===== src/hw/rtl/assert_macros.svh =====
// Assertion macros used by the RTL top level.
// Depends on nothing; the checks drop out when SYNTH is defined.
`ifndef ASSERT_MACROS_SVH
`define ASSERT_MACROS_SVH
`ifndef SYNTH
`define YCACF_ASSERT(lbl, clk_i, rstn_i, prop) \
    lbl: assert property (@(posedge clk_i) disable iff (!rstn_i) (prop)) \
        else $error("assertion failed");
`define YCACF_ASSERT_RST(lbl, clk_i, prop) \
    lbl: assert property (@(posedge clk_i) (prop)) else $error("assertion failed");
`else
`define YCACF_ASSERT(lbl, clk_i, rstn_i, prop)
`define YCACF_ASSERT_RST(lbl, clk_i, prop)
`endif
`endif


===== src/hw/rtl/ycacf_pkg.sv =====
// Types and constants of the YCoCg alpha color filter decoder.
// Depends on nothing; used by every module of the block.
`timescale 1ns / 1ps
package ycacf_pkg;
    localparam int LANES    = 4;
    localparam int COMP_W   = 16;
    localparam int REM_W    = 33;
    localparam int DVS_W    = 17;
    localparam int NUM_W    = 37;
    localparam int CHAN_W   = 19;

    // One element in flight along the divider chain
    typedef struct packed {
        logic [LANES-1:0][REM_W-1:0]  rem;
        logic [LANES-1:0][COMP_W-1:0] quo;
        logic [LANES-1:0]             neg;
        logic [LANES-1:0]             sat;
        logic [DVS_W-1:0]             dvs;
        logic [COMP_W-1:0]            maxv;
        logic                         bad;
        logic                         last;
    } item_t;
endpackage


===== src/hw/rtl/ycacf_pkg_unused_guard.sv =====
// Output stage: clamp and pack the decoded channels.
// Depends on ycacf_pkg.
`timescale 1ns / 1ps
module ycacf_out_pack
(
    input  ycacf_pkg::item_t item,
    output logic [63:0]      data,
    output logic             bad
);
    // Pick zero, the maximum or the quotient per channel
    always_comb
    begin
        for (int i = 0; i < ycacf_pkg::LANES; i++)
        begin
            if (item.neg[i])
            begin
                data[i*16 +: 16] = 16'd0;
            end
            else if (item.sat[i])
            begin
                data[i*16 +: 16] = item.maxv;
            end
            else
            begin
                data[i*16 +: 16] = item.quo[i];
            end
        end
        bad = item.bad;
    end
endmodule


===== config.mk =====
export PLATFORM = sky130hd
export DESIGN_NAME = ycacf_out_pack
export DESIGN_NICKNAME = d
export VERILOG_FILES = /design/src/hw/rtl/assert_macros.svh /design/src/hw/rtl/ycacf_pkg.sv /design/src/hw/rtl/ycacf_pkg_unused_guard.sv
export SDC_FILE = /design/constraint.sdc
export NUM_CORES = 1
export LEC_CHECK = 0
export BUFFER_PORTS_ARGS = -buffer_cell sky130_fd_sc_hd__buf_4
export CORE_AREA = 2 2 116 118
export DETAILED_ROUTE_END_ITERATION = 10
export DIE_AREA = 0 0 118 120
export GPL_ROUTABILITY_DRIVEN = 1
export SYNTH_ARGS = -nofsm -noshare
export SYNTH_HDL_FRONTEND = slang
export SYNTH_SLANG_ARGS = --single-unit

===== constraint.sdc =====
create_clock -name vclk -period 0.81
set_input_delay 0.081 -clock vclk [all_inputs]
set_output_delay 0.081 -clock vclk [all_outputs]
set_load 0.005 [all_outputs]

* Word-level counts from Yosys, hierarchy flattened
Index checks and enable logic that the tools add are counted.
** Storage, ports and cells
- Bits in registers :: 0
- Output and inout bits :: 65
- Logic and storage cells :: 8
** Operators by class
- Muxes and demuxes :: 8
** Operators by type and width (count)
- $mux 16 :: 8

* Longest topological paths before layout
- Word-level depth :: 2
- Mapped depth :: 4

* Worst setup path before layout
OpenSTA, ideal clock, no wires.
- Kind :: in2out
- Start :: input port item[35] in the netlist's numbering
- End :: output port data[10]
- Data arrival time :: 0.565 ns
- Data required time :: 0.729 ns
- Path slack :: 0.164 ns
- Cell stages on the path :: 4
- Buffers on the path :: 2
- Cell sequence :: buf_6 buf_12 mux2i_1 nor2_1
** On the way
- Cells in the longest elaborated chain, start to end :: 2
** Ends and longest elaborated chain
- from (decl) :: line ycacf_pkg_unused_guard.sv:6 : input ycacf_pkg::item_t item,
- $mux 16 :: line ycacf_pkg_unused_guard.sv:19 : else if (item.sat[i])
- $mux 16 :: line ycacf_pkg_unused_guard.sv:15 : if (item.neg[i])
- to (decl) :: line ycacf_pkg_unused_guard.sv:7 : output logic [63:0] data,
Every way passes these cells.

* Final worst setup path
- Start :: input port item[38] in the netlist's numbering
- End :: output port data[55]
The elaborated chain is that of the path after synthesis.

==> key figures <==
Outcome
  • Outcome: finished with violations
  • Failing checks: negative setup slack

Synth
  • Post-Synthesis Cell Area: 1050 sq um
  • Mean Syn Cell Area: 7.23 sq um
  • Post-synth top area share: 61.1%
  • Synthesized net count: 384
  • Area contributors post-synth: mux2i_1 61%, nor2_1 23%, buf_12 7.6%
  • Ys Warns: 0
  • Distinct cells, synth: 7
  • Post-synthesis sequential area ratio: 0%
  • Biggest area consumer among synthesized cells: mux2i_1
  • Mapped Cells: 145

GRT
  • Remaining global-route overflow: 0
  • GRT Max-Usage Layer: met2
  • Met1 global-route usage: 11.6%
  • Global routing usage on met3: 2.57%
  • Met2 Use GR: 18.2%
  • Vias in the first global route: 1738
  • Initial antenna violation count: 1
  • Largest net degree at the start of global routing: 17
  • GRT Resource Usage Total: 9.82%
  • First-pass GRT wire length: 10400 microns

Cells and area
  • P&R area growth vs syn: 150%
  • Most frequent cells in the layout: 152 x buf_4, 64 x nor2_1, 54 x mux2i_1
  • Fin util: 20.2%
  • Clock buf count: 0
  • Layout sequential cell count: 0
  • Nets@finish: 537
  • Non-filler cells, final: 473
  • Fraction of layout cells with a size suffix above 1: 60.1%
  • Register Area: 0 sq um
  • Fillers: 1472
  • Commonest non-fill, non-tap cell in the layout: buf_4

Setup path
  • Arr. time, crit path: 0.78 ns
  • Setup crit start kind: primary input
  • CP endpoint kind: output port
  • Worst path required time: 0.73 ns
  • Worst-path fanout max: 6
  • Crit path kind: in2out
  • CP Launch Point: item[38]

Timing
  • Final worst setup slack: -0.0466 ns
  • RSZ-0062 raised after global routing: true
  • Max Transition Viols Final: 0
  • Slew Limit Headroom: 85.1%
  • Final Cycle Share: 106%
  • Worst-Margin Slew: 0.217 ns
  • Final Setup Violations: 10
  • Setup TNS: -0.142 ns
  • Final min period: 0.857 ns
  • Maximum clock frequency: 1.17 GHz
  • Final Hold Viols: 0

Routing
  • Post-route DRC: 0
  • Wire per inst: 15.8 microns
  • Vias/cell: 3.46
  • Via count of the routed design: 1635
  • Final wirelength: 7470 microns
  • DR iter-0 viols: 33
  • Post-route ant nets: 0
  • DRT Pass-1 Iters: 4

Min path
  • Hold Crit Start: item[1]
  • Hold path cells: 0
  • HP Class: in2out

Clock tree
  • Hold Buf Count CTS: 0

Floorplanning
  • CORE AREA: 13000 sq um
  • Row count: 42
  • Die Span X: 118 microns
  • Die area: 14200 sq um
  • Chip Height: 120 microns
  • I/O Pins: 304
  • Starting density of the core: 8.08%

Placement
  • Dpl cells: 465
  • GPL Wtd Cong: 0.747
  • PortBufs: 152
  • DP HPWL: 5840 microns

Power
  • Overall Power: 1.44 mW
  • Power per cell area: 550 nW/um^2
  • VDD IR max: 0.210 mV
  • Leakage Power: 1.39 nW

Flow run
  • Max-cap viol count: 0
## worst max-delay path, stage by stage
cell and delay [ns]:
buf_12 0.12, buf_12 0.14, mux2i_1 0.11, nor2_1 0.17, buf_4 0.15
## Yosys cell counts
cell type,n
nor2_1,64
buf_1,4
buf_6,4
mux2i_1,64
buf_4,1
buf_12,4
buf_2,4
## report_power, final
group / internal, mW / leakage, nW / switching (mW) / total, mW
sequential: 0 / 0 / 0 / 0
combinational: 0.872 / 1.39 / 0.566 / 1.44
clock: 0.000000166 / 0.00000634 / 0 / 0.000000166
total: 0.872 / 1.39 / 0.566 / 1.44
## final cells by class
type / instances / area, sq um / area share, %
multi-input cells: 128 / 936 / 35.8
well taps: 176 / 220 / 8.42
repair buffers: 168 / 1460 / 55.7
diodes: 1 / 2.50 / 0.0956
## cell families after synthesis
logic type             synth area share [%]
muxes                                  61.1
and+or+nand+nor                        22.9
buffers and inverters                  16.0
## worst paths after layout
| kind | slack (ns) | end |
|---|---|---|
| max | -0.05 | data[55] |
| min | 0.16 | bad |
## layer usage
layer  routed length (microns)  share of wire, %  vias up
met5                         0                 0        -
met4                        68              0.91        0
met3                       721               9.7        4
met2                      3600                48      119
met1                      3080                41      721
li1                          -                 -      791
## timing repair
action | CTS | global route
setup buffers | 1 | 3
endpoints found under the hold margin | 0 | 0
setup endpoints to repair | 54 | 41
pin swaps | 2 | 6
gates resized for setup | 20 | 10
cloned | 3 | 0
## stage by stage
step,setup WS [ns],hold slack [ns],instance area [sq um]
detailed placement,-0.128,0.162,2380
global placement,-0.0936,0.162,2380
finish,-0.0466,0.162,2620
CTS,-0.0352,0.162,2550
global route,-0.0664,0.162,2610
floorplan,0.164,0.243,1050
Note: power is estimated with default switching activity, not from simulation.
