## src/hw/rtl/assert_macros.svh

```systemverilog
// Assertion macros used by the RTL top level.
// Depends on nothing; the checks drop out when SYNTH is defined.
`ifndef ASSERT_MACROS_SVH
`define ASSERT_MACROS_SVH
`ifndef SYNTH
`define YCACF_ASSERT(lbl, clk_i, rstn_i, prop) \
    lbl: assert property (@(posedge clk_i) disable iff (!rstn_i) (prop)) \
        else $error("assertion failed");
`define YCACF_ASSERT_RST(lbl, clk_i, prop) \
    lbl: assert property (@(posedge clk_i) (prop)) else $error("assertion failed");
`else
`define YCACF_ASSERT(lbl, clk_i, rstn_i, prop)
`define YCACF_ASSERT_RST(lbl, clk_i, prop)
`endif
`endif

```

## src/hw/rtl/ycacf_pkg.sv

```systemverilog
// Types and constants of the YCoCg alpha color filter decoder.
// Depends on nothing; used by every module of the block.
`timescale 1ns / 1ps
package ycacf_pkg;
    localparam int LANES    = 4;
    localparam int COMP_W   = 16;
    localparam int REM_W    = 33;
    localparam int DVS_W    = 17;
    localparam int NUM_W    = 37;
    localparam int CHAN_W   = 19;

    // One element in flight along the divider chain
    typedef struct packed {
        logic [LANES-1:0][REM_W-1:0]  rem;
        logic [LANES-1:0][COMP_W-1:0] quo;
        logic [LANES-1:0]             neg;
        logic [LANES-1:0]             sat;
        logic [DVS_W-1:0]             dvs;
        logic [COMP_W-1:0]            maxv;
        logic                         bad;
        logic                         last;
    } item_t;
endpackage

```

## src/hw/rtl/ycacf_prep.sv

```systemverilog
// Front cell: color transform, alpha scale and numerator setup.
// Depends on ycacf_pkg.
`timescale 1ns / 1ps
module ycacf_prep
(
    input  logic                clk,
    input  logic                rst_n,
    input  logic                wide,
    input  logic                in_valid,
    output logic                in_ready,
    input  logic [63:0]         in_data,
    input  logic                in_last,
    output logic                out_valid,
    input  logic                out_ready,
    output ycacf_pkg::item_t    out_item
);
    logic                              vld_reg;
    ycacf_pkg::item_t                  item_reg;
    ycacf_pkg::item_t                  item_next;
    logic [15:0]                       y_u;
    logic [15:0]                       a_u;
    logic [15:0]                       s_v;
    logic signed [ycacf_pkg::CHAN_W-1:0] co_s;
    logic signed [ycacf_pkg::CHAN_W-1:0] cg_s;
    logic signed [ycacf_pkg::CHAN_W-1:0] y_s;
    logic signed [ycacf_pkg::CHAN_W-1:0] chan [ycacf_pkg::LANES];
    logic signed [ycacf_pkg::NUM_W-1:0]  num  [ycacf_pkg::LANES];
    logic signed [ycacf_pkg::NUM_W-1:0]  lim;
    logic signed [ycacf_pkg::NUM_W-1:0]  c_ext;
    logic                              bad;

    // Mask and sign-extend the components at the selected width
    always_comb
    begin
        y_u  = wide ? in_data[15:0] : {8'd0, in_data[7:0]};
        a_u  = wide ? in_data[63:48] : {8'd0, in_data[55:48]};
        co_s = wide ? {{3{in_data[31]}}, in_data[31:16]} : {{11{in_data[23]}}, in_data[23:16]};
        cg_s = wide ? {{3{in_data[47]}}, in_data[47:32]} : {{11{in_data[39]}}, in_data[39:32]};
        y_s  = {3'd0, y_u};
        s_v  = a_u | (a_u >> 1);
        s_v  = s_v | (s_v >> 2);
        s_v  = s_v | (s_v >> 4);
        s_v  = s_v | (s_v >> 8);
        bad  = (s_v == 16'd0);
        chan[0] = y_s + co_s - cg_s;
        chan[1] = y_s + cg_s;
        chan[2] = y_s - co_s - cg_s;
        chan[3] = {3'd0, (((a_u << 1) & s_v) | {15'd0, a_u[0]})};
    end

    // Form 2*c*MAX + S and flag the clamped cases
    always_comb
    begin
        item_next      = '0;
        item_next.dvs  = {s_v, 1'b0};
        item_next.maxv = wide ? 16'hFFFF : 16'h00FF;
        item_next.bad  = bad;
        item_next.last = in_last;
        lim = wide ? ({20'd0, s_v, 1'b0} <<< 16) : ({20'd0, s_v, 1'b0} <<< 8);
        for (int i = 0; i < ycacf_pkg::LANES; i++)
        begin
            c_ext  = {{(ycacf_pkg::NUM_W-ycacf_pkg::CHAN_W){chan[i][ycacf_pkg::CHAN_W-1]}}, chan[i]};
            num[i] = (wide ? (c_ext <<< 17) : (c_ext <<< 9)) - (c_ext <<< 1)
                     + {21'd0, s_v};
            item_next.neg[i] = bad | num[i][ycacf_pkg::NUM_W-1];
            item_next.sat[i] = (num[i] >= lim);
            item_next.rem[i] = num[i][ycacf_pkg::REM_W-1:0];
        end
    end

    assign in_ready  = !vld_reg || out_ready;
    assign out_valid = vld_reg;
    assign out_item  = item_reg;

    // Advance the element when the next cell has room
    always_ff @(posedge clk or negedge rst_n)
    begin
        if (!rst_n)
        begin
            vld_reg <= 1'b0;
        end
        else if (in_ready)
        begin
            vld_reg <= in_valid;
        end
    end

    always_ff @(posedge clk)
    begin
        if (in_ready && in_valid)
        begin
            item_reg <= item_next;
        end
    end
endmodule

```

## config.mk

```make
export PLATFORM = sky130hd
export DESIGN_NAME = ycacf_prep
export DESIGN_NICKNAME = d
export VERILOG_FILES = /design/src/hw/rtl/assert_macros.svh /design/src/hw/rtl/ycacf_pkg.sv /design/src/hw/rtl/ycacf_prep.sv
export SDC_FILE = /design/constraint.sdc
export NUM_CORES = 1
export LEC_CHECK = 0
export BUFFER_PORTS_ARGS = -buffer_cell sky130_fd_sc_hd__clkbuf_2
export CAP_MARGIN = 20
export CORE_UTILIZATION = 40
export CTS_CLUSTER_DIAMETER = 60
export DETAILED_ROUTE_END_ITERATION = 16
export GPL_TIMING_DRIVEN = 0
export PLACE_DENSITY = 0.6
export REMOVE_ABC_BUFFERS = 1
export SKIP_CTS_REPAIR_TIMING = 1
export SLEW_MARGIN = 30
export SYNTH_ARGS = -nofsm -noshare
export SYNTH_HDL_FRONTEND = slang
export SYNTH_SLANG_ARGS = --single-unit
```

## constraint.sdc

```tcl
create_clock -name clk -period 9.05 [get_ports clk]
set_input_delay 1.81 -clock clk [delete_from_list [all_inputs] [get_ports clk]]
set_output_delay 1.81 -clock clk [all_outputs]
set_load 0.05 [all_outputs]
```

## Word-level counts from Yosys, hierarchy flattened

Index checks and enable logic that the tools add are counted.

- Flip-flop bits (word level): 175
- Bits of input ports: 70

- $add $sub $neg: 13
- Order comparisons: 4
- Multiplexer cells: 10
- Bitwise gates (word level): 10
- Reductions and logical operators: 4

Operator list:

| kind | count |
|---|---|
| $add 37x16->37 | 3 |
| $ge 37x34->1 | 3 |
| $sub 36x20->37 | 3 |
| $mux 35 | 3 |
| $mux 33 | 2 |
| $mux 16 | 3 |
| $add 17x19->19 | 2 |
| $mux 19 | 2 |
| $sub 19x19->19 | 2 |
| $add 34x17->35 | 1 |
| $ge 35x34->1 | 1 |
| $sub 33x17->34 | 1 |
| $sub 17x19->19 | 1 |
| $and 16x16->16 | 1 |
| $logic_not 16->1 | 1 |
| $or 16x1->16 | 1 |
| $or 16x12->16 | 1 |
| $or 16x14->16 | 1 |
| $or 16x15->16 | 1 |
| $or 16x8->16 | 1 |
| $or 1x1->1 | 4 |
| $logic_and 1x1->1 | 1 |
| $logic_not 1->1 | 1 |
| $logic_or 1x1->1 | 1 |

## Logic depth before layout (Yosys ltp)

Gate-level depths: netlist (run 1).

- Depth in word-level cells: 11
- Gate-level depth with buffers: 42

## Worst setup path before layout (run 1)

OpenSTA, ideal clock, no wires.

- Kind: in2reg
- Start point: input port wide
- End point: register item_reg, in the netlist out_item[35], data pin
- Setup time: 0.152 ns
- Data arrival time: 10.631 ns
- Data required time: 8.898 ns
- Path slack: -1.733 ns
- Stages: 38
- Path buffers: 5
- Cell sequence: clkbuf_1 -> clkbuf_1 -> clkbuf_1 -> clkbuf_1 -> clkbuf_1 -> nand2_1 -> fa_1 -> inv_1 -> ha_1 -> or3_1 -> o21ai_0 -> o21ba_2 -> a211o_1 -> a21oi_1 -> o2bb2ai_1 -> mux2i_1 -> ha_1 -> ha_1 -> (+2 left out) -> a21oi_1 -> o21a_1 -> a21boi_0 -> o21a_1 -> o21a_1 -> mux2i_1 -> nand2_1 -> ha_1 -> nand2_1 -> nor3_1 -> nand4_1 -> or4_1 -> or4_1 -> nor4_1 -> nor3_1 -> o21ai_0 -> o22ai_1 -> o21ai_0

RTL lines:

| item | RTL line | RTL |
|---|---|---|
| from (decl) | ycacf_prep.sv:8 | `input logic wide,` |
| to (signal assigned) | ycacf_prep.sv:92 | `item_reg <= item_next;` |
| to (decl) | ycacf_prep.sv:18 | `ycacf_pkg::item_t item_reg;` |

==> results of run 1 <==
[power groups by stage]
| stage | sequential (W) | combinational (W) | clock [W] |
|---|---|---|---|
| 2_1_floorplan | 0.00219 | 0.00453 | 0 |
| 3_3_place_gp | 0.00138 | 0.00704 | 0 |
| 3_5_place_dp | 0.00137 | 0.00720 | 0 |
| 4_1_cts | 0.00136 | 0.00726 | 0.000755 |
| 5_1_grt | 0.00138 | 0.00894 | 0.000773 |
| 6_report | 0.00135 | 0.00822 | 0.000729 |
[stage by stage]
stage               worst slack, ps  hold WS, ps  setup TNS, ps  std cells  instance area [µm²]
finish                         -309          562           -309       3401                25800
global route                   -529          616           -833       3400                25700
CTS                           -2700          563         -10030       3286                23300
detailed placement            -3160          540         -18790       3254                22700
global placement              -7200          501        -354650       3248                22500
floorplan                     -1360         1180          -2130       2331                20500
[registers in the layout (all words and copies together) (netlist names)]
name       count
out_valid      1
out_item     155
[layer usage]
metal,vias to the layer above,track usage,share of wire
met5,-,0,0
met4,0,0.118,0.043
met3,146,0.0386,0.071
met2,809,0.398,0.45
met1,9271,0.345,0.44
li1,9025,-,-
[cells in the mapped netlist, types with 20 or more instances]
library cell | count | area (µm²)
fa_1 | 61 | 1220
xnor2_1 | 121 | 1060
a211oi_1 | 24 | 180
nor2_1 | 189 | 709
o21ai_0 | 112 | 561
and3_1 | 20 | 125
ha_1 | 376 | 4700
o21a_1 | 42 | 315
edfxtp_1 | 155 | 4650
buf_4 | 84 | 631
mux2i_1 | 33 | 330
nand2b_1 | 34 | 213
nand3_1 | 40 | 200
inv_1 | 235 | 882
nor2b_1 | 33 | 206
a21oi_1 | 185 | 926
nand4_1 | 28 | 175
a21o_1 | 53 | 398
clkbuf_1 | 26 | 97.6
xor2_1 | 42 | 368
o21bai_1 | 26 | 195
nor3_1 | 61 | 305
nand2_1 | 150 | 563
[final timing paths]
path | to | slack, ps | depth (start not counted)
setup / recovery | out_item[35] | -310 | 38
hold / removal | out_valid | 560 | 2
setup reg to reg | out_item[162] | 7150 | 4
hold reg to reg | out_valid | 560 | 2
max in group asynchronous | out_valid | 7880 | 1
min in group asynchronous | out_valid | 1090 | 1
[kinds of logic (layout without fill, tap and decap cells)]
logic type	Yosys count	count (layout)	share of synthesized area
adder cells (fa/ha/maj)	437	437	0.282
AO/OA/AOI/OAI	573	574	0.175
multiplexers	36	36	0.0175
other	2	75	0.000358
buffers and inverters	355	624	0.0797
flip-flops	156	156	0.223
XOR/XNOR	163	163	0.0680
AND/OR/NAND/NOR	655	656	0.154
[final cells by class]
class                           instances  area [µm²]  share of cell area
Multi-Input combinational cell       1939       16400               0.635
Inverter                              238         941              0.0365
Timing Repair inverter                  1        11.3            0.000437
Clock inverter                         15         165             0.00641
Clock buffer                           17         425              0.0165
Sequential cell                       156        4680               0.182
Timing Repair Buffer                  353        2320              0.0902
Tap cell                              680         851              0.0330
Antenna cell                            2        5.00            0.000194
[placed cells by master, fill, tap and decap left out, types with 26 or more instances in the layout]
cell,synthesis,routed
ha_1,376,348
clkbuf_2,0,229
inv_1,235,219
nor2_1,189,176
edfxtp_1,155,155
a21oi_1,185,154
nand2_1,150,138
xnor2_1,121,105
buf_4,84,104
o21ai_0,112,84
conb_1,2,73
fa_1,61,57
a21o_1,53,53
nor3_1,61,50
o21a_1,42,40
nand3_1,40,37
nor2b_1,33,33
nand2b_1,34,32
mux2i_1,33,31
xor2_1,42,30
nand4_1,28,28
o21bai_1,26,26
[worst register-to-register path, stage by stage (launching register included)]
cell,delay [ps]
dfrtp_1,370
nand2b_1,120
and2_4,410
buf_16,310
buf_12,310
==> results.cfg, run 1 <==
[run_status]
status = finished, violations left
violations = setup timing

[setup_path]
cp-end-kind = flop
cp_max_fo = 14
timing.rr.start = out_valid
cp_slowest_cell = fa_1
critPathMaxStageDelay_ps = 540
critPathBufInv = 7
crit_start = wide
start_kind = input port
path_class = input port to flop
cp_data_required_time_ps = 9400
cpMostUsedCell = inv_1
cp.arrival_ps = 9710
critPathTopFamily = simple AND/OR/NAND/NOR gates

[final_layout]
fillers = 4868
layout.nets = 3213
finish.utilization = 0.499
layout-drive-gt1-share = 0.238
syn2layout_area_growth_pct = 22.6

[clock_tree]
cts_buffers = 17
clk_path_buf_depth = 2
root_buffer = clkbuf_16
clkTransAtPathRegs_ps = 70
cts_tree = yes
cts_max_level = 4
clock_latency_ps = 480
cts.sinks = 156

[yosys]
ys_seq_area_frac = 0.223
synth_edf_count = 155
yosys_warnings = 0
syn_inst = 2377
synth_ff_type = edfxtp_1
async_flop_share = 0.00641
synth_cell_type_count = 90
synth.avg_cell_area_um2 = 8.84
ys_seq_elements = 156
synth.cell_area_um2 = 21000

[detailed_routing]
drc_errors = 0
drt_wl_total_um = 73200
first_pass_iters = 5
dr.first_iter.drc_count = 1701
via_count = 19300
viasPerCell = 5.66
post_drt_wl_per_cell_um = 21.5
ant_nets = 0

[placed_design]
routabilityCongestion = 0.970
dp_hpwl_um = 55800
io_buffers = 237

[grt]
grt_pass1_wl_um = 102000
grt_usage = 0.255
antenna_found_initial = 4
grt_max_degree = 107
first_global_vias = 17300
globalRoute.totalOverflow = 0

[timing]
tightest_slew_ps = 1120
skew_ps = 12.7
fmax_ghz = 0.107
period_share = 1.03
setup_ws_ps = -309
rsz0062_at_grt = yes
slew_headroom = 0.251
hold_violations = 0
setup_viol = 1
period_needed_ps = 9360
maxSlewViolCount = 0

[pwr]
leakage_nw = 11.9
comb_power_share = 0.798
ir_worst_vdd_v = 0.000188
internal_power_w = 0.00476
p_seq_frac = 0.131
p_clk_frac = 0.071
power_switching_w = 0.00555
sw_frac_of_total = 0.538
power_w = 0.0103
p_per_area_nw_per_um2 = 400

[floorplan]
fp.dieArea_um2 = 53400
die_x_um = 231
start_util = 0.407
core_um2 = 51600
io_pins = 311
rows = 83
fp.dieH_um = 231

[hold_path]
hp-class = flop to flop
min_from = out_valid

[job]
maxCapViolations = 0
(Power assumes the default switching activity.)
==> run 2, diff against run 1 <==
--- a/config.mk
+++ b/config.mk
@@ -7,6 +7,7 @@
 export LEC_CHECK = 0
 export BUFFER_PORTS_ARGS = -buffer_cell sky130_fd_sc_hd__clkbuf_2
 export CAP_MARGIN = 20
+export CORE_ASPECT_RATIO = 0.6
 export CORE_UTILIZATION = 40
 export CTS_CLUSTER_DIAMETER = 60
 export DETAILED_ROUTE_END_ITERATION = 16
==> results.cfg, run 2 (synthesis results as in run 1) <==
[run_status]
status = finished, violations left
violations = setup timing

[hold_path]
min_from = out_valid
holdPathStages = 2
worstHoldEndpoint = out_valid
hp-class = flop to flop

[setup_path]
cp_slowest_cell = o41ai_1
path_class = input port to flop
cp.arrival_ps = 9860
cp_max_fo = 9
rrSetupSlack_ps = 7250
cp-end-kind = flop
crit_start = in_data[61]
ff2ff_path_depth = 4
critPathMaxStageDelay_ps = 850
cp_data_required_time_ps = 9360
reg2reg_to = out_item[163]
start_kind = input port
timing.rr.start = out_valid

[timing]
setup_viol = 2
hold_violations = 0
rsz0062_at_grt = yes
slew_headroom = 0.334
period_needed_ps = 9560
tightest_slew_ps = 993
period_share = 1.06
setup_ws_ps = -506
whs_ps = 546
maxSlewViolCount = 0
skew_ps = 13.2
fmax_ghz = 0.105
setup_tns_ps = -900

[pwr]
ir_worst_vdd_v = 0.000308
leakage_nw = 11.8
power_w = 0.0105
p_per_area_nw_per_um2 = 410

[floorplan]
rows = 64
io_pins = 311
core_um2 = 51400
start_util = 0.409
fp.dieArea_um2 = 53500
fp.dieH_um = 180
die_x_um = 298

[final_layout]
syn2layout_area_growth_pct = 21.9
fin_cells = 3403
layout-drive-gt1-share = 0.231
layout_commonest_cell = ha_1
final_cell_mix = ha_1 (350), clkbuf_2 (232), inv_1 (220)
layout.nets = 3203
largest_reg_flops = 155

[detailed_routing]
drc_errors = 0
drt_wl_total_um = 76200
viasPerCell = 5.63
via_count = 19100
dr.first_iter.drc_count = 2042
ant_nets = 0
post_drt_wl_per_cell_um = 22.4
first_pass_iters = 6

[job]
maxCapViolations = 0

[clock_tree]
cts_max_level = 4
cts_tree = yes
root_buffer = clkbuf_16
cts.sinks = 156
clkTransAtPathRegs_ps = 70
clk_path_buf_depth = 2
clock_latency_ps = 480
cts_buffers = 17

[grt]
antenna_found_initial = 2
grt_usage = 0.263
globalRoute.totalOverflow = 0
grt_pass1_wl_um = 105000
first_global_vias = 17000
grt_max_degree = 80

[placed_design]
io_buffers = 237
routabilityCongestion = 0.956
dp_cells = 3268
dp_hpwl_um = 59700
==> run 2: worst max-delay path by stage <==
| stage | end | cells past startpoint |
|---|---|---|
| 5_1_grt | out_item[38] | 31 |
| 3_5_place_dp | out_item[38] | 34 |
| 4_1_cts | out_item[38] | 34 |
| 2_1_floorplan | out_item[35] | 35 |
| 6_report | out_item[38] | 32 |
| 3_3_place_gp | out_item[35] | 35 |
==> run 2: per-layer routing <==
metal	vias up	part of all wire	wire, µm	GRT usage
li1	9003	-	-	-
met1	9208	0.47	35700	0.390
met2	812	0.41	31000	0.361
met3	117	0.099	7510	0.0803
met4	2	0.026	1950	0.0722
met5	-	0.00013	10	0
==> run 2: cell type report <==
cell class | instances | area, µm²
Clock buffer | 17 | 425
Antenna cell | 1 | 2.50
Multi-Input combinational cell | 1939 | 16200
Sequential cell | 156 | 4680
Inverter | 238 | 931
Fill cell | 4831 | 25800
Clock inverter | 15 | 191
Tap cell | 693 | 867
Timing Repair Buffer | 344 | 2310
==> run 2: where the power goes <==
group	internal (W)	switching, W	total, W
logic	0.00308	0.00526	0.00834
clock network	0.000400	0.000387	0.000787
registers	0.00128	0.0000854	0.00137
total	0.00476	0.00573	0.0105
==> run 2: stage by stage <==
stage / cell area [µm²] / util / worst slack [ps]
after detailed placement: 22700 / 0.442 / -3170
final: 25600 / 0.498 / -506
after floorplan: 20500 / - / -1360
after global placement: 22500 / 0.439 / -7250
after global routing: 25600 / 0.498 / -718
after CTS: 23400 / 0.454 / -2690
==> run 2: critical path, delay by kind of cell <==
kind | cells | cell delay [ps]
and+or+nand+nor | 12 | 3360
AOI/OAI and AO/OA | 12 | 2910
adders and majority gates | 4 | 1180
xor gates and xnor gates | 1 | 90
buffers and inverters | 3 | 470
==> run 3, diff against run 2 <==
--- a/config.mk
+++ b/config.mk
@@ -9,12 +9,12 @@
 export CAP_MARGIN = 20
 export CORE_ASPECT_RATIO = 0.6
 export CORE_UTILIZATION = 40
+export CTS_BUF_LIST = sky130_fd_sc_hd__clkbuf_4 sky130_fd_sc_hd__clkbuf_8 sky130_fd_sc_hd__clkbuf_16
 export CTS_CLUSTER_DIAMETER = 60
 export DETAILED_ROUTE_END_ITERATION = 16
 export GPL_TIMING_DRIVEN = 0
 export PLACE_DENSITY = 0.6
 export REMOVE_ABC_BUFFERS = 1
-export SKIP_CTS_REPAIR_TIMING = 1
 export SLEW_MARGIN = 30
 export SYNTH_ARGS = -nofsm -noshare
 export SYNTH_HDL_FRONTEND = slang
==> constraint.sdc (replaced) <==
create_clock -name clk -period 9.9 [get_ports clk]
set_input_delay 1.98 -clock clk [delete_from_list [all_inputs] [get_ports clk]]
set_output_delay 1.98 -clock clk [all_outputs]
set_load 0.05 [all_outputs]
==> results.cfg, run 3 (synthesis results as in run 1) <==
[floorplan]
io_pins = 311
core_um2 = 51400
die_x_um = 298
rows = 64
fp.dieArea_um2 = 53500
fp.dieH_um = 180
start_util = 0.409

[hold_path]
worstHoldEndpoint = out_valid
hp-class = flop to flop
min_from = out_valid
holdPathStages = 2

[timing]
fmax_ghz = 0.102
period_needed_ps = 9770
period_share = 0.987
rsz0062_at_grt = yes
slew_headroom = 0.333
hold_violations = 0
maxSlewViolCount = 0
whs_ps = 546
setup_viol = 0
tightest_slew_ps = 995
skew_ps = 15.8

[setup_path]
rrSetupSlack_ps = 8110
cp_slowest_cell = or4_1
cp_max_fo = 6
reg2reg_to = out_item[198]
path_class = input port to flop
cp_data_required_time_ps = 10210
start_kind = input port
cp-end-kind = flop
critPathMaxStageDelay_ps = 570
ff2ff_path_depth = 4
cp.arrival_ps = 10080
timing.rr.start = out_valid

[final_layout]
multi_input_area_um2 = 15700
layout_commonest_cell = ha_1
largest_reg_flops = 155
final_cell_mix = ha_1 (370), clkbuf_2 (235), inv_1 (230)
syn2layout_area_growth_pct = 17.8
layout.nets = 3170
ff_latch_area_um2 = 4680
fillers = 4922
layout-drive-gt1-share = 0.187
design_area_um2 = 24700

[placed_design]
dpl_cell_area_um2 = 22700
io_buffers = 237
dp_hpwl_um = 59700
routabilityCongestion = 0.956

[clock_tree]
root_buffer = clkbuf_16
clock_latency_ps = 480
cts_buffers = 17
clkTransAtPathRegs_ps = 70
clk_path_buf_depth = 2
cts_max_level = 4
cts_hold_buffers = 0
cts.sinks = 156
cts_tree = yes

[detailed_routing]
ant_nets = 0
first_pass_iters = 9
drt_wl_total_um = 75400
dr.first_iter.drc_count = 1914
via_count = 19100
post_drt_wl_per_cell_um = 22.4
viasPerCell = 5.66
drc_errors = 0

[pwr]
ir_worst_vdd_v = 0.000281
p_per_area_nw_per_um2 = 373
leakage_nw = 11.5

[grt]
antenna_found_initial = 4
globalRoute.totalOverflow = 0
grt_pass1_wl_um = 108000
grt_usage = 0.269
first_global_vias = 17300
grt_max_degree = 55

[run_status]
status = finished clean

[job]
maxCapViolations = 0
run 3: timing repair:
| item | 4_1_cts | 5_1_grt |
|---|---|---|
| setup endpoints to repair | 4 | 4 |
| gates resized for setup | 67 | 86 |
| hold endpoints to repair | 0 | 0 |
| pin swaps | 8 | 47 |
| buffers inserted | 15 | 49 |
| gates cloned | 4 | 1 |
run 3: critical path: cells and delay by family:
family          cells  cell delay [ps]
buf+inv             3              470
xor+xnor            1              140
compound gates     11             2170
fa+ha+maj           3              900
simple gates       16             4390
run 3: worst max-delay path by stage:
stage                      from           end  slack (ps)  depth (start not counted)
CTS                 in_data[61]  out_item[38]        -100                         34
detailed placement  in_data[61]  out_item[38]       -2490                         34
global placement           wide  out_item[35]       -6570                         35
finish              in_data[61]  out_item[38]         130                         34
floorplan                  wide  out_item[35]        -680                         35
global route        in_data[61]  out_item[38]        -100                         34
run 3: layout make-up:
| cell class | count | share of cell area |
|---|---|---|
| clock inverters | 15 | 0.00774 |
| multi-input cells | 1938 | 0.633 |
| well taps | 693 | 0.0351 |
| diodes | 3 | 0.000304 |
| repair buffers | 312 | 0.0797 |
| clock buffers | 17 | 0.0172 |
| inverters | 238 | 0.0374 |
| flip-flops and latches | 156 | 0.189 |
run 3: through the flow:
| step | util | instances | worst slack (ps) | TNS [ps] | power [W] |
|---|---|---|---|---|---|
| floorplan | - | 2331 | -679 | -768 | 0.00615 |
| global placement | 0.439 | 3261 | -6570 | -282790 | 0.00775 |
| detailed placement | 0.442 | 3268 | -2490 | -7900 | 0.00788 |
| CTS | 0.465 | 3319 | -96.5 | -96.5 | 0.00881 |
| global route | 0.481 | 3372 | -97.6 | -144 | 0.00989 |
| finish | 0.481 | 3372 | 130 | 0 | 0.00922 |
run 3: power breakdown:
group	total, W	internal, W	switching (W)
combinational	0.00725	0.00259	0.00466
sequential	0.00125	0.00117	0.0000781
clock	0.000720	0.000365	0.000355
run 3: metal layers:
layer / GRT usage / up-vias / wire [µm] / part of all wire
met5: 0 / - / 0 / 0
met4: 0.0765 / 0 / 1660 / 0.022
met3: 0.0796 / 100 / 7810 / 0.10
met2: 0.372 / 884 / 30600 / 0.41
met1: 0.399 / 9177 / 35300 / 0.47
li1: - / 8922 / - / -
