File: config.mk
export PLATFORM = sky130hd
export DESIGN_NAME = ycacf_div_cell
export DESIGN_NICKNAME = d
export VERILOG_FILES = /design/src/hw/rtl/assert_macros.svh /design/src/hw/rtl/ycacf_pkg.sv /design/src/hw/rtl/ycacf_div_cell.sv
export SDC_FILE = /design/constraint.sdc
export NUM_CORES = 1
export LEC_CHECK = 0
export BUFFER_PORTS_ARGS = -buffer_cell sky130_fd_sc_hd__buf_2
export CELL_PAD_IN_SITES_DETAIL_PLACEMENT = 1
export CELL_PAD_IN_SITES_GLOBAL_PLACEMENT = 1
export CORE_AREA = 2 2 192 194
export CTS_CLUSTER_SIZE = 25
export DETAILED_ROUTE_END_ITERATION = 8
export DIE_AREA = 0 0 194 196
export PLACE_DENSITY = 0.78
export SETUP_SLACK_MARGIN = 0.3
export SLEW_MARGIN = 20
export SYNTH_ARGS = -nofsm -noshare
export SYNTH_HDL_FRONTEND = slang
export SYNTH_SLANG_ARGS = --single-unit
File: constraint.sdc
create_clock -name clk -period 6.2 [get_ports clk]
set_input_delay 0.31 -clock clk [delete_from_list [all_inputs] [get_ports clk]]
set_output_delay 0.31 -clock clk [all_outputs]
set_load 0.03 [all_outputs]
File: src/hw/rtl/assert_macros.svh
// Assertion macros used by the RTL top level.
// Depends on nothing; the checks drop out when SYNTH is defined.
`ifndef ASSERT_MACROS_SVH
`define ASSERT_MACROS_SVH
`ifndef SYNTH
`define YCACF_ASSERT(lbl, clk_i, rstn_i, prop) \
    lbl: assert property (@(posedge clk_i) disable iff (!rstn_i) (prop)) \
        else $error("assertion failed");
`define YCACF_ASSERT_RST(lbl, clk_i, prop) \
    lbl: assert property (@(posedge clk_i) (prop)) else $error("assertion failed");
`else
`define YCACF_ASSERT(lbl, clk_i, rstn_i, prop)
`define YCACF_ASSERT_RST(lbl, clk_i, prop)
`endif
`endif

File: src/hw/rtl/ycacf_pkg.sv
// Types and constants of the YCoCg alpha color filter decoder.
// Depends on nothing; used by every module of the block.
`timescale 1ns / 1ps
package ycacf_pkg;
    localparam int LANES    = 4;
    localparam int COMP_W   = 16;
    localparam int REM_W    = 33;
    localparam int DVS_W    = 17;
    localparam int NUM_W    = 37;
    localparam int CHAN_W   = 19;

    // One element in flight along the divider chain
    typedef struct packed {
        logic [LANES-1:0][REM_W-1:0]  rem;
        logic [LANES-1:0][COMP_W-1:0] quo;
        logic [LANES-1:0]             neg;
        logic [LANES-1:0]             sat;
        logic [DVS_W-1:0]             dvs;
        logic [COMP_W-1:0]            maxv;
        logic                         bad;
        logic                         last;
    } item_t;
endpackage

File: src/hw/rtl/ycacf_div_cell.sv
// Divider cell: one restoring quotient bit for all four channels.
// Depends on ycacf_pkg.
`timescale 1ns / 1ps
module ycacf_div_cell
#(
    parameter int BIT = 15
)
(
    input  logic             clk,
    input  logic             rst_n,
    input  logic             in_valid,
    output logic             in_ready,
    input  ycacf_pkg::item_t in_item,
    output logic             out_valid,
    input  logic             out_ready,
    output ycacf_pkg::item_t out_item
);
    logic                          vld_reg;
    ycacf_pkg::item_t              item_reg;
    ycacf_pkg::item_t              item_next;
    logic [ycacf_pkg::REM_W-1:0]   trial;

    // Subtract the shifted divisor where it fits and set the quotient bit
    always_comb
    begin
        item_next = in_item;
        trial     = {{(ycacf_pkg::REM_W-ycacf_pkg::DVS_W){1'b0}}, in_item.dvs} << BIT;
        for (int i = 0; i < ycacf_pkg::LANES; i++)
        begin
            if (in_item.rem[i] >= trial)
            begin
                item_next.rem[i]      = in_item.rem[i] - trial;
                item_next.quo[i][BIT] = 1'b1;
            end
        end
    end

    assign in_ready  = !vld_reg || out_ready;
    assign out_valid = vld_reg;
    assign out_item  = item_reg;

    // Hand the element to the neighbor when it has room
    always_ff @(posedge clk or negedge rst_n)
    begin
        if (!rst_n)
        begin
            vld_reg <= 1'b0;
        end
        else if (in_ready)
        begin
            vld_reg <= in_valid;
        end
    end

    always_ff @(posedge clk)
    begin
        if (in_ready && in_valid)
        begin
            item_reg <= item_next;
        end
    end
endmodule

After elaboration in Yosys (flattened, before gate mapping)
Cells that the tools add are included.
- register bits: 240
- bits in latches: 0
- bits in writable memories: 0
- ROM bits: 0
- input bits: 243
- output and inout bits: 241
- logic and storage cells: 34
- memories kept: 0
- add/subtract/negate cells: 4
- multipliers: 0
- divide/modulo/power cells: 0
- $lt $le $gt $ge: 4
- equal/unequal tests: 0
- shift operators: 0
- muxes and demuxes: 4
- bitwise operators: 0
- reduce and logical (&&, ||, !) cells: 3
- operator list (kind ; count):
    $ge 33x32->1 ; 4
    $mux 33 ; 4
    $sub 33x32->33 ; 4
    $logic_and 1x1->1 ; 1
    $logic_not 1->1 ; 1
    $logic_or 1x1->1 ; 1

Logic depth before layout (Yosys ltp)
Gate-level depths: netlist of the first run.
- depth in word-level cells: 3
- gate-level depth with buffers: 11
- mapped depth without buffers: 9

Worst setup path before layout of the first run
Ideal clock, no wire load.
- kind: register to register
- from: register vld_reg, in the netlist out_valid
- to: register item_reg, in the netlist out_item[0], enable pin
- library setup time: 0.629 ns
- arrival time: 6.302 ns
- data required time: 5.571 ns
- slack: -0.730 ns
- stages on the path, launching flop included: 3
- buffers on the path: 0
- path through: dfrtp_1 -> nand2b_1 -> and2_1
- word-level cells in the longest chain between the ends: 3
- RTL lines (item ; line ; RTL):
    start: declaration ; ycacf_div_cell.sv:18 ; logic vld_reg;
    start signal: assignment ; ycacf_div_cell.sv:51 ; vld_reg <= in_valid;
    $logic_not 1->1 ; ycacf_div_cell.sv:38 ; assign in_ready = !vld_reg || out_ready;
    $logic_or 1x1->1 ; ycacf_div_cell.sv:38 ;
    via in_ready ; ycacf_div_cell.sv:12 ; output logic in_ready,
    $logic_and 1x1->1 ; ycacf_div_cell.sv:57 ; if (in_ready && in_valid)
    end signal: assignment ; ycacf_div_cell.sv:59 ; item_reg <= item_next;
    end: declaration ; ycacf_div_cell.sv:19 ; ycacf_pkg::item_t item_reg;
The timed path passes the listed nets, and every way through them passes these cells.
A chain may end at the register's enable or synchronous reset.

==> flow_summary_export.csv, run 1 <==
group,metric,value,unit
status,status,"complete, no violations",
global_routing,grt_pass1_wl,73.5,mm
timing,relSlewSlack,0.307,
critical_path,startpoint,"in_item[27]",
routing,drt-total-wl,50.2,mm
logic_synthesis,synth_compound_area_frac,0.116,
logic_synthesis,syn_inst,932,
clock_network,cts_max_level,1,
critical_path,reg2reg_slack,3.83,ns
power_and_ir_drop,peakVddDrop,0.199,mV
layout,drive_above_1_share,0.363,
die,dieArea,38000,um2
routing,antenna_left,0,
logic_synthesis,synth_fa_ha_area_frac,0.0768,
critical_path,rr_worst_depth,3,
global_routing,first_global_vias,11500,
flow_run,drv_cap,0,
layout,final_common_cell,"buf_2",
die,die_y,196,um
critical_path,worst-path-max-fanout,18,
layout,layout_common_cells,"buf_2 (483), edfxtp_1 (239), dlygate4sd3_1 (164)",
placed_design,gp_congestion,0.875,
critical_path,r2r-start,"out_valid",
die,die_w,194,um
logic_synthesis,syn-cell-area,12100,um2
routing,dr.pass1.iters,5,
clock_network,cts_buffers,28,
placed_design,portBuffers,483,
global_routing,track_usage,0.256,
logic_synthesis,synthArstFlopShare,0.00417,
logic_synthesis,synth-edff-count,239,
logic_synthesis,yosysSeqAreaShare,0.594,
logic_synthesis,avgSynthCellArea,13.0,um2
logic_synthesis,synth-seq-cells,240,
clock_network,cts_resized,0,
clock_network,clock-sinks,240,
timing,worst_pin_slew,1.04,ns
logic_synthesis,synth-main-ff-cell,"edfxtp_1",
timing,fmax,257,MHz
hold_path,hold_class,"input pin to register",
routing,vias,10800,
timing,hold_violations,0,
logic_synthesis,synth_xor_area_frac,0.0347,
clock_network,clock_latency,0.55,ns
global_routing,use_met3,0.0523,
timing,rsz0062_at_grt,"false",
timing,maxSlewViolCount,0,
critical_path,startpoint_type,"input pin",
clock_network,root_buffer,"clkbuf_16",
critical_path,r2r_end,"out_item[137]",
clock_network,clockBufferDepth,3,
layout,nNetsFinal,1904,
critical_path,critPathArrivalTime,4.18,ns
die,num_rows,70,
logic_synthesis,syn_nets,1247,
critical_path,crit_end,"out_item[163]",
logic_synthesis,synth_top_family_by_area,"compound AO/OA/AOI/OAI gates",
layout,fin_area,17600,um2
global_routing,gr-max-usage-layer,"met2",
global_routing,grt_max_degree,131,
routing,drt_iter0_markers,517,
routing,wl_per_cell,24.1,um
logic_synthesis,yosys_warnings,0,
layout,synthToLayoutAreaGrowth,45.1,%
critical_path,cp.required,6.50,ns
logic_synthesis,yosys.area_share.simple,0.105,
critical_path,slowest_delay,0.89,ns
power_and_ir_drop,p_leak,7.41,nW
timing,fin_skew,0.0128,ns
clock_network,clk_pin_slew,0.06,ns
critical_path,crit_type,"input pin to register",
logic_synthesis,muxShareOfSynthArea,0.0512,
critical_path,crit_path_cell_trace,"dlygate4sd3_1 > buf_2 > inv_1 > ha_1 > a21o_1 > a2111oi_0 > nor3_1 > a211oi_1 > o21ba_1 > mux2_2",
timing,min_period_over_period,0.627,
die,boundaryPins,484,
global_routing,antenna_found_initial,9,
placed_design,dp_hpwl,36.4,mm
routing,via_per_inst,5.19,
global_routing,use_met1,0.290,
timing,fin_crit,3.89,ns
timing,setup_viol,0,
die,start_util,0.336,
global_routing,met2_usage,0.463,
layout,fillers,3971,
power_and_ir_drop,pwr_density_cell,274,nW/um2
critical_path,endpoint_kind,"register",
global_routing,grt_overflow,0,
timing,tns,0,ns
die,core_area,36100,um2
clock_network,cts_tree,"done",
logic_synthesis,synth_cell_type_count,70,
routing,drc,0,
placed_design,post_dp_cell_area,15000,um2
critical_path,slowest_stage,"o21ba_1",
-- flip-flops by register name, summed over array words and instances (netlist names) --
| signal | flops |
|---|---|
| out_item | 239 |
| out_valid | 1 |
-- cell families after synthesis --
| logic type | count (synthesis) |
|---|---|
| mux | 55 |
| flops | 240 |
| simple gates | 243 |
| compound gates | 211 |
| xor+xnor | 48 |
| buf+inv | 63 |
| fa+ha+maj | 72 |
-- where the power goes --
group	leakage [nW]	switching, W	total (W)	internal [W]
Clock	0.434	0.000696	0.00167	0.000976
Combinational	4.70	0.000728	0.00117	0.000443
Sequential	2.28	0.0000358	0.00198	0.00194
Total	7.41	0.00146	0.00482	0.00336
-- synthesized netlist by cell type (10+ instances only) --
| library cell | instances | area share |
|---|---|---|
| nand3_1 | 18 | 0.0074 |
| or3_1 | 13 | 0.0067 |
| nand2_1 | 46 | 0.014 |
| o21ai_0 | 29 | 0.012 |
| xor2_1 | 12 | 0.0087 |
| ha_1 | 68 | 0.070 |
| mux2_2 | 40 | 0.037 |
| nor4_1 | 10 | 0.0052 |
| clkbuf_1 | 14 | 0.0043 |
| a31oi_1 | 17 | 0.0088 |
| edfxtp_1 | 239 | 0.59 |
| mux2i_1 | 11 | 0.0091 |
| a21o_1 | 18 | 0.011 |
| inv_1 | 41 | 0.013 |
| a211oi_1 | 13 | 0.0080 |
| nand4_1 | 12 | 0.0062 |
| nor2_1 | 57 | 0.018 |
| nor3_1 | 19 | 0.0078 |
| nand2b_1 | 14 | 0.0072 |
| xnor2_1 | 36 | 0.026 |
| a21oi_1 | 65 | 0.027 |
-- per-stage QoR --
stage	setup slack, ns	power, W	utilization	hold WS [ns]	instances
2_1_floorplan	1.93	0.00271	-	0.0144	932
3_3_place_gp	2.36	0.00306	0.417	0.0849	1863
3_5_place_dp	2.28	0.00308	0.417	0.0887	1863
4_1_cts	2.27	0.00483	0.488	0.00496	2078
5_1_grt	2.08	0.00500	0.488	0.0205	2080
6_report	2.31	0.00482	0.488	0.0282	2080
-- critical path: cells and delay by family --
kind                     cells  cell delay (ns)
AO/OA/AOI/OAI                4             1.92
buffers and inverters        3             0.97
multiplexers                 1             0.43
adder cells (fa/ha/maj)      1             0.37
AND/OR/NAND/NOR              1             0.17
-- area by class of cell --
type                            instances  area (um2)  area share
Sequential cell                       240        7200       0.409
Multi-Input combinational cell        629        4660       0.265
Timing Repair Buffer                  649        4090       0.232
Clock buffer                           35         748      0.0425
Tap cell                              468         586      0.0333
Clock inverter                         16         159     0.00903
Inverter                               41         154     0.00875
Antenna cell                            2        5.00    0.000284
-- worst min path at each step --
stage | start | end | slack (ns) | cells after the start
after global placement | rst_n | out_valid | 0.08 | 1
after global routing | in_item[90] | out_item[90] | 0.02 | 2
final | in_item[90] | out_item[90] | 0.03 | 2
after floorplan | rst_n | out_valid | 0.01 | 0
after CTS | in_item[90] | out_item[90] | 0.005 | 2
after detailed placement | rst_n | out_valid | 0.09 | 1
-- what timing repair did --
action                                  4_1_cts  5_1_grt
buffers inserted                              0        0
hold buffers                                164        0
endpoints found under the setup margin        0        0
hold endpoints to repair                    164        0
-- routing by layer --
metal,wire [um],vias up
met2,25900,417
met1,19000,5313
met4,2360,12
li1,-,4942
met3,2820,118
met5,92,-
Note: power is estimated with default switching activity, not from simulation.
==> run 2: changes to the inputs <==
==> constraint.sdc (replaced) <==
create_clock -name clk -period 3.4 [get_ports clk]
set_input_delay 0.17 -clock clk [delete_from_list [all_inputs] [get_ports clk]]
set_output_delay 0.17 -clock clk [all_outputs]
set_load 0.03 [all_outputs]
==> run 2 against run 1 <==
Power up 89%. Clock-buffer cell count fell by 2. Clock skew down 0.0042 ns. Die area stayed put. Non-clock buffer count up 73. Combinational power grew 93%. Sequential power rose by 82%. Cell count up 3.4%. Hold slack got worse by 0.00052 ns. Cell area rose by 4.5%. First-iteration DRC count grew 9.5%. Via count grew 4.7%. Critical endpoint is now out_item[166]. Largest cell class unchanged.
==> flow_summary_export.csv, run 2 (same netlist as run 1, synthesis figures left out) <==
group,metric,value,unit
status,status,"complete, no violations",
layout,final_cells,2151,
clock_network,cts_tree,"done",
layout,largest_register_ffs,239,
layout,nNetsFinal,1977,
die,num_rows,70,
flow_run,drv_cap,0,
clock_network,clock_latency,0.56,ns
critical_path,crit_type,"input pin to register",
clock_network,clock-sinks,240,
timing,tns,0,ns
global_routing,gr-max-usage-layer,"met2",
hold_path,hold_path_depth,3,
critical_path,crit_path_cell_trace,"dlygate4sd3_1 > buf_2 > inv_1 > ha_2 > nand4b_1 > or4_4 > o31ai_4 > o21ba_1 > buf_4 > mux2_4",
global_routing,track_usage,0.276,
critical_path,rr_worst_depth,3,
clock_network,cts_max_level,1,
layout,layout_common_cells,"buf_2 (483), edfxtp_1 (239), dlygate4sd3_1 (219)",
clock_network,cts_buffers,28,
die,die_w,194,um
timing,fin_ws,0.386,ns
placed_design,gp_congestion,0.871,
timing,hold_violations,0,
power_and_ir_drop,p_leak,7.78,nW
die,dieArea,38000,um2
die,boundaryPins,484,
global_routing,grt_overflow,0,
die,die_y,196,um
layout,antennaDiodeCount,0,
routing,antenna_left,0,
routing,vias,11300,
timing,setup_viol,0,
critical_path,path_buf_inv,4,
routing,via_per_inst,5.26,
clock_network,root_buffer,"clkbuf_16",
timing,fin_skew,0.00860,ns
critical_path,cpLargestDelayFamily,"buffers and inverters",
hold_path,hold_class,"input pin to register",
timing,fmax,332,MHz
routing,drc,0,
routing,dr.pass1.iters,5,
die,start_util,0.336,
critical_path,critical_path_depth,10,
clock_network,cts_setup_buffers,0,
placed_design,post-place-ws,0.113,ns
timing,rsz0062_at_grt,"false",
timing,fin_crit,3.01,ns
timing,maxSlewViolCount,0,
layout,drive_above_1_share,0.364,
critical_path,endpoint_kind,"register",
global_routing,grt_max_degree,95,
critical_path,slowest_stage,"dlygate4sd3_1",
global_routing,use_met3,0.0452,
placed_design,portBuffers,483,
critical_path,worst-path-max-fanout,10,
global_routing,first_global_vias,12300,
power_and_ir_drop,pwr_density_cell,497,nW/um2
critical_path,slowest_delay,0.55,ns
routing,drt_iter0_markers,566,
critical_path,startpoint_type,"input pin",
global_routing,grt_pass1_wl,79.3,mm
routing,drt-total-wl,53.8,mm
critical_path,critPathArrivalTime,3.31,ns
routing,wl_per_cell,25.0,um
clock_network,clockBufferDepth,3,
placed_design,placedCellCount,1881,
power_and_ir_drop,peakVddDrop,0.398,mV
global_routing,met2_usage,0.504,
timing,relSlewSlack,0.600,
layout,final_common_cell,"buf_2",
timing,min_period_over_period,0.886,
layout,synthToLayoutAreaGrowth,51.6,%
layout,fillers,3952,
global_routing,antenna_found_initial,1,
global_routing,use_met1,0.312,
clock_network,clk_pin_slew,0.06,ns
critical_path,cp.required,3.70,ns
timing,worst_pin_slew,0.601,ns
placed_design,dp_hpwl,36.5,mm
die,core_area,36100,um2
==> run 2: cell types whose count changed in the layout (fill, tap and decap cells not counted), sizes merged <==
cell / previous run / this run
dlygate4sd3: 164 / 219
buf: 485 / 503
bufinv: 3 / 5
clkbuf: 35 / 33
diode: 2 / 0
clkinvlp: 2 / 1
inv: 41 / 42
==> run 2: worst paths after layout <==
| kind | start | end | slack (ns) |
|---|---|---|---|
| worst max-delay path | in_item[32] | out_item[166] | 0.39 |
| min in group asynchronous | rst_n | out_valid | 0.48 |
| worst min register to register | out_valid | out_valid | 0.69 |
| worst min-delay path | in_item[200] | out_item[200] | 0.03 |
| max in group asynchronous | rst_n | out_valid | 2.82 |
| worst max register to register | out_valid | out_item[116] | 1.27 |
==> run 2: repair_timing <==
| item | CTS | global route |
|---|---|---|
| resized for setup | 0 | 9 |
| endpoints found under the setup margin | 0 | 38 |
| hold buffers | 219 | 0 |
| endpoints found under the hold margin | 218 | 0 |
==> run 2: cell type report <==
class | instances | area (um2) | share of cell area
sequential | 240 | 7200 | 0.392
timing repair buffer | 722 | 4800 | 0.261
multi-input combinational | 629 | 4680 | 0.254
clock buffer | 33 | 741 | 0.0403
tap | 468 | 586 | 0.0318
clock inverter | 18 | 224 | 0.0122
inverter | 41 | 158 | 0.00857
==> run 2: worst min-delay path, stage by stage <==
cell and delay [ns]:
buf_2 0.12, nor2_1 0.05, a21oi_1 0.12
==> run 2: through the flow <==
step | hold slack, ns | instance area (um2) | utilization | power (W)
after floorplan | -0.126 | 12100 | - | 0.00494
final | 0.0277 | 18400 | 0.510 | 0.00914
after global routing | 0.0355 | 18400 | 0.510 | 0.00946
after CTS | 0.000967 | 18400 | 0.509 | 0.00907
after detailed placement | -0.0432 | 15200 | 0.421 | 0.00565
after global placement | -0.0543 | 15200 | 0.421 | 0.00560
==> run 2: report_power, final <==
part           internal (W)  switching, W  leakage [nW]  total (W)
Combinational      0.000876       0.00138          5.02    0.00226
Clock               0.00194       0.00133         0.474    0.00327
Sequential          0.00354     0.0000722          2.28    0.00361
==> run 2: per-layer routing <==
layer  part of all wire  up-vias
met5            0.00024        -
met4              0.054        2
met3              0.051      138
met2               0.52      484
met1               0.38     5600
li1                   -     5082
==> run 3: changes to the inputs <==
--- a/config.mk
+++ b/config.mk
@@ -12,6 +12,7 @@
 export CTS_CLUSTER_SIZE = 25
 export DETAILED_ROUTE_END_ITERATION = 8
 export DIE_AREA = 0 0 194 196
+export GPL_TIMING_DRIVEN = 0
 export PLACE_DENSITY = 0.78
 export SETUP_SLACK_MARGIN = 0.3
 export SLEW_MARGIN = 20
==> run 3 against run 2 <==
Clock power down 3%. Non-clock buffer count rose by 7. Hold slack got worse by 0.0045 ns. Register-to-register slack lost 0.10 ns. Cell count up 0.37%. Maximum frequency increased by 0.67%. Clock-buffer cell count is the same. Worst setup slack better by 0.020 ns. Cell area grew 0.39%. Sequential cell count unchanged. Largest power group unchanged.
==> flow_summary_export.csv, run 3 (same netlist as run 1, synthesis figures left out) <==
group,metric,value,unit
timing,hold_violations,0,
routing,via_per_inst,5.26,
global_routing,track_usage,0.284,
timing,relSlewSlack,0.598,
placed_design,portBuffers,483,
die,boundaryPins,484,
global_routing,grt_max_degree,61,
critical_path,cp_common_cell,"buf_4",
clock_network,root_buffer,"clkbuf_16",
hold_path,hold_class,"input pin to register",
timing,fin_ws,0.406,ns
routing,antenna_left,0,
critical_path,worst-path-max-fanout,10,
layout,synthToLayoutAreaGrowth,52.2,%
routing,drt_iter0_markers,712,
critical_path,slowest_stage,"nor4b_1",
critical_path,endpoint_kind,"register",
die,die_w,194,um
power_and_ir_drop,p_leak,7.75,nW
clock_network,clock_latency,0.55,ns
placed_design,post-place-ws,-0.387,ns
placed_design,gp_congestion,0.853,
die,dieArea,38000,um2
timing,min_period_over_period,0.880,
critical_path,crit_path_cell_trace,"buf_2 > clkinvlp_4 > buf_4 > ha_1 > nor4b_1 > and4_1 > nand4_1 > o21ai_4 > or2_1 > buf_4 > buf_4 > mux2_2",
layout,drive_above_1_share,0.364,
timing,fmax,334,MHz
critical_path,startpoint_type,"input pin",
layout,nNetsFinal,1983,
critical_path,cp.required,3.69,ns
timing,fin_crit,2.99,ns
clock_network,cts_max_level,1,
die,start_util,0.336,
placed_design,dp_hpwl,35.8,mm
power_and_ir_drop,peakVddDrop,0.452,mV
timing,maxSlewViolCount,0,
routing,drt-total-wl,55.3,mm
global_routing,first_global_vias,12500,
routing,wl_per_cell,25.6,um
routing,vias,11300,
global_routing,grt_overflow,0,
routing,drc,0,
critical_path,slowest_delay,0.42,ns
layout,largest_register_ffs,239,
timing,tns,0,ns
timing,worst_pin_slew,0.595,ns
routing,dr.pass1.iters,5,
layout,layout_common_cells,"buf_2 (487), edfxtp_1 (239), dlygate4sd3_1 (216)",
critical_path,critPathArrivalTime,3.29,ns
flow_run,drv_cap,0,
timing,holdWs,0.0232,ns
layout,final_common_cell,"buf_2",
clock_network,cts_tree,"done",
die,core_area,36100,um2
clock_network,clk_pin_slew,0.07,ns
clock_network,cts_buffers,27,
global_routing,grt_pass1_wl,81.0,mm
status,status,"complete, no violations",
clock_network,clock-sinks,240,
critical_path,reg2reg_slack,1.17,ns
timing,setup_viol,0,
placed_design,placedCellCount,1888,
timing,rsz0062_at_grt,"false",
clock_network,clockBufferDepth,3,
critical_path,crit_type,"input pin to register",
die,die_y,196,um
timing,fin_skew,0.00707,ns
power_and_ir_drop,pwr_density_cell,491,nW/um2
die,num_rows,70,
layout,final_cells,2159,
global_routing,antenna_found_initial,5,
run 3: per-stage QoR:
| stage | power [W] | util | instance area, um2 |
|---|---|---|---|
| 6_report | 0.00906 | 0.512 | 18500 |
| 5_1_grt | 0.00938 | 0.512 | 18500 |
| 4_1_cts | 0.00896 | 0.508 | 18300 |
| 3_5_place_dp | 0.00564 | 0.423 | 15300 |
| 3_3_place_gp | 0.00558 | 0.419 | 15100 |
| 2_1_floorplan | 0.00494 | - | 12100 |
run 3: power breakdown:
| part | total [W] | switching, W | internal [W] | leakage, nW |
|---|---|---|---|---|
| Sequential | 0.00361 | 0.0000711 | 0.00354 | 2.28 |
| Clock | 0.00317 | 0.00132 | 0.00185 | 0.441 |
| Combinational | 0.00229 | 0.00140 | 0.000881 | 5.03 |
run 3: final timing paths:
kind | from | endpoint | cells past startpoint
worst max register to register | out_valid | out_item[137] | 5
min in group asynchronous | rst_n | out_valid | 3
worst max-delay path | in_item[19] | out_item[135] | 12
worst min register to register | out_valid | out_valid | 2
max in group asynchronous | rst_n | out_valid | 3
worst min-delay path | in_item[205] | out_item[205] | 3
run 3: cell type report:
class / instances / area [um2]
Timing Repair Buffer: 707 / 4720
Antenna cell: 4 / 10.0
Tap cell: 468 / 586
Fill cell: 3927 / 17600
Sequential cell: 240 / 7200
Buffer: 22 / 120
Clock inverter: 15 / 219
Clock buffer: 33 / 698
Inverter: 41 / 158
Multi-Input combinational cell: 629 / 4740
run 3: layer usage:
metal  share of wire  track usage  vias to the layer above
met1            0.36        0.313                     5598
met3           0.059       0.0517                      159
met2            0.52        0.519                      493
met4           0.059        0.148                        2
li1                -            -                     5095
met5         0.00024            0                        -
run 3: critical path: cells and delay by family:
kind,cells,cell delay [ns]
adders and majority gates,1,0.34
muxes,1,0.37
and+or+nand+nor,4,1.02
buffers and inverters,5,1.11
AOI/OAI and AO/OA,1,0.27
run 3: repair_timing:
item	4_1_cts	5_1_grt
gates resized for setup	1	18
pin swaps	0	1
setup endpoints to repair	5	59
hold endpoints to repair	215	0
hold buffers	216	0
setup buffers	0	3
gates cloned	0	0
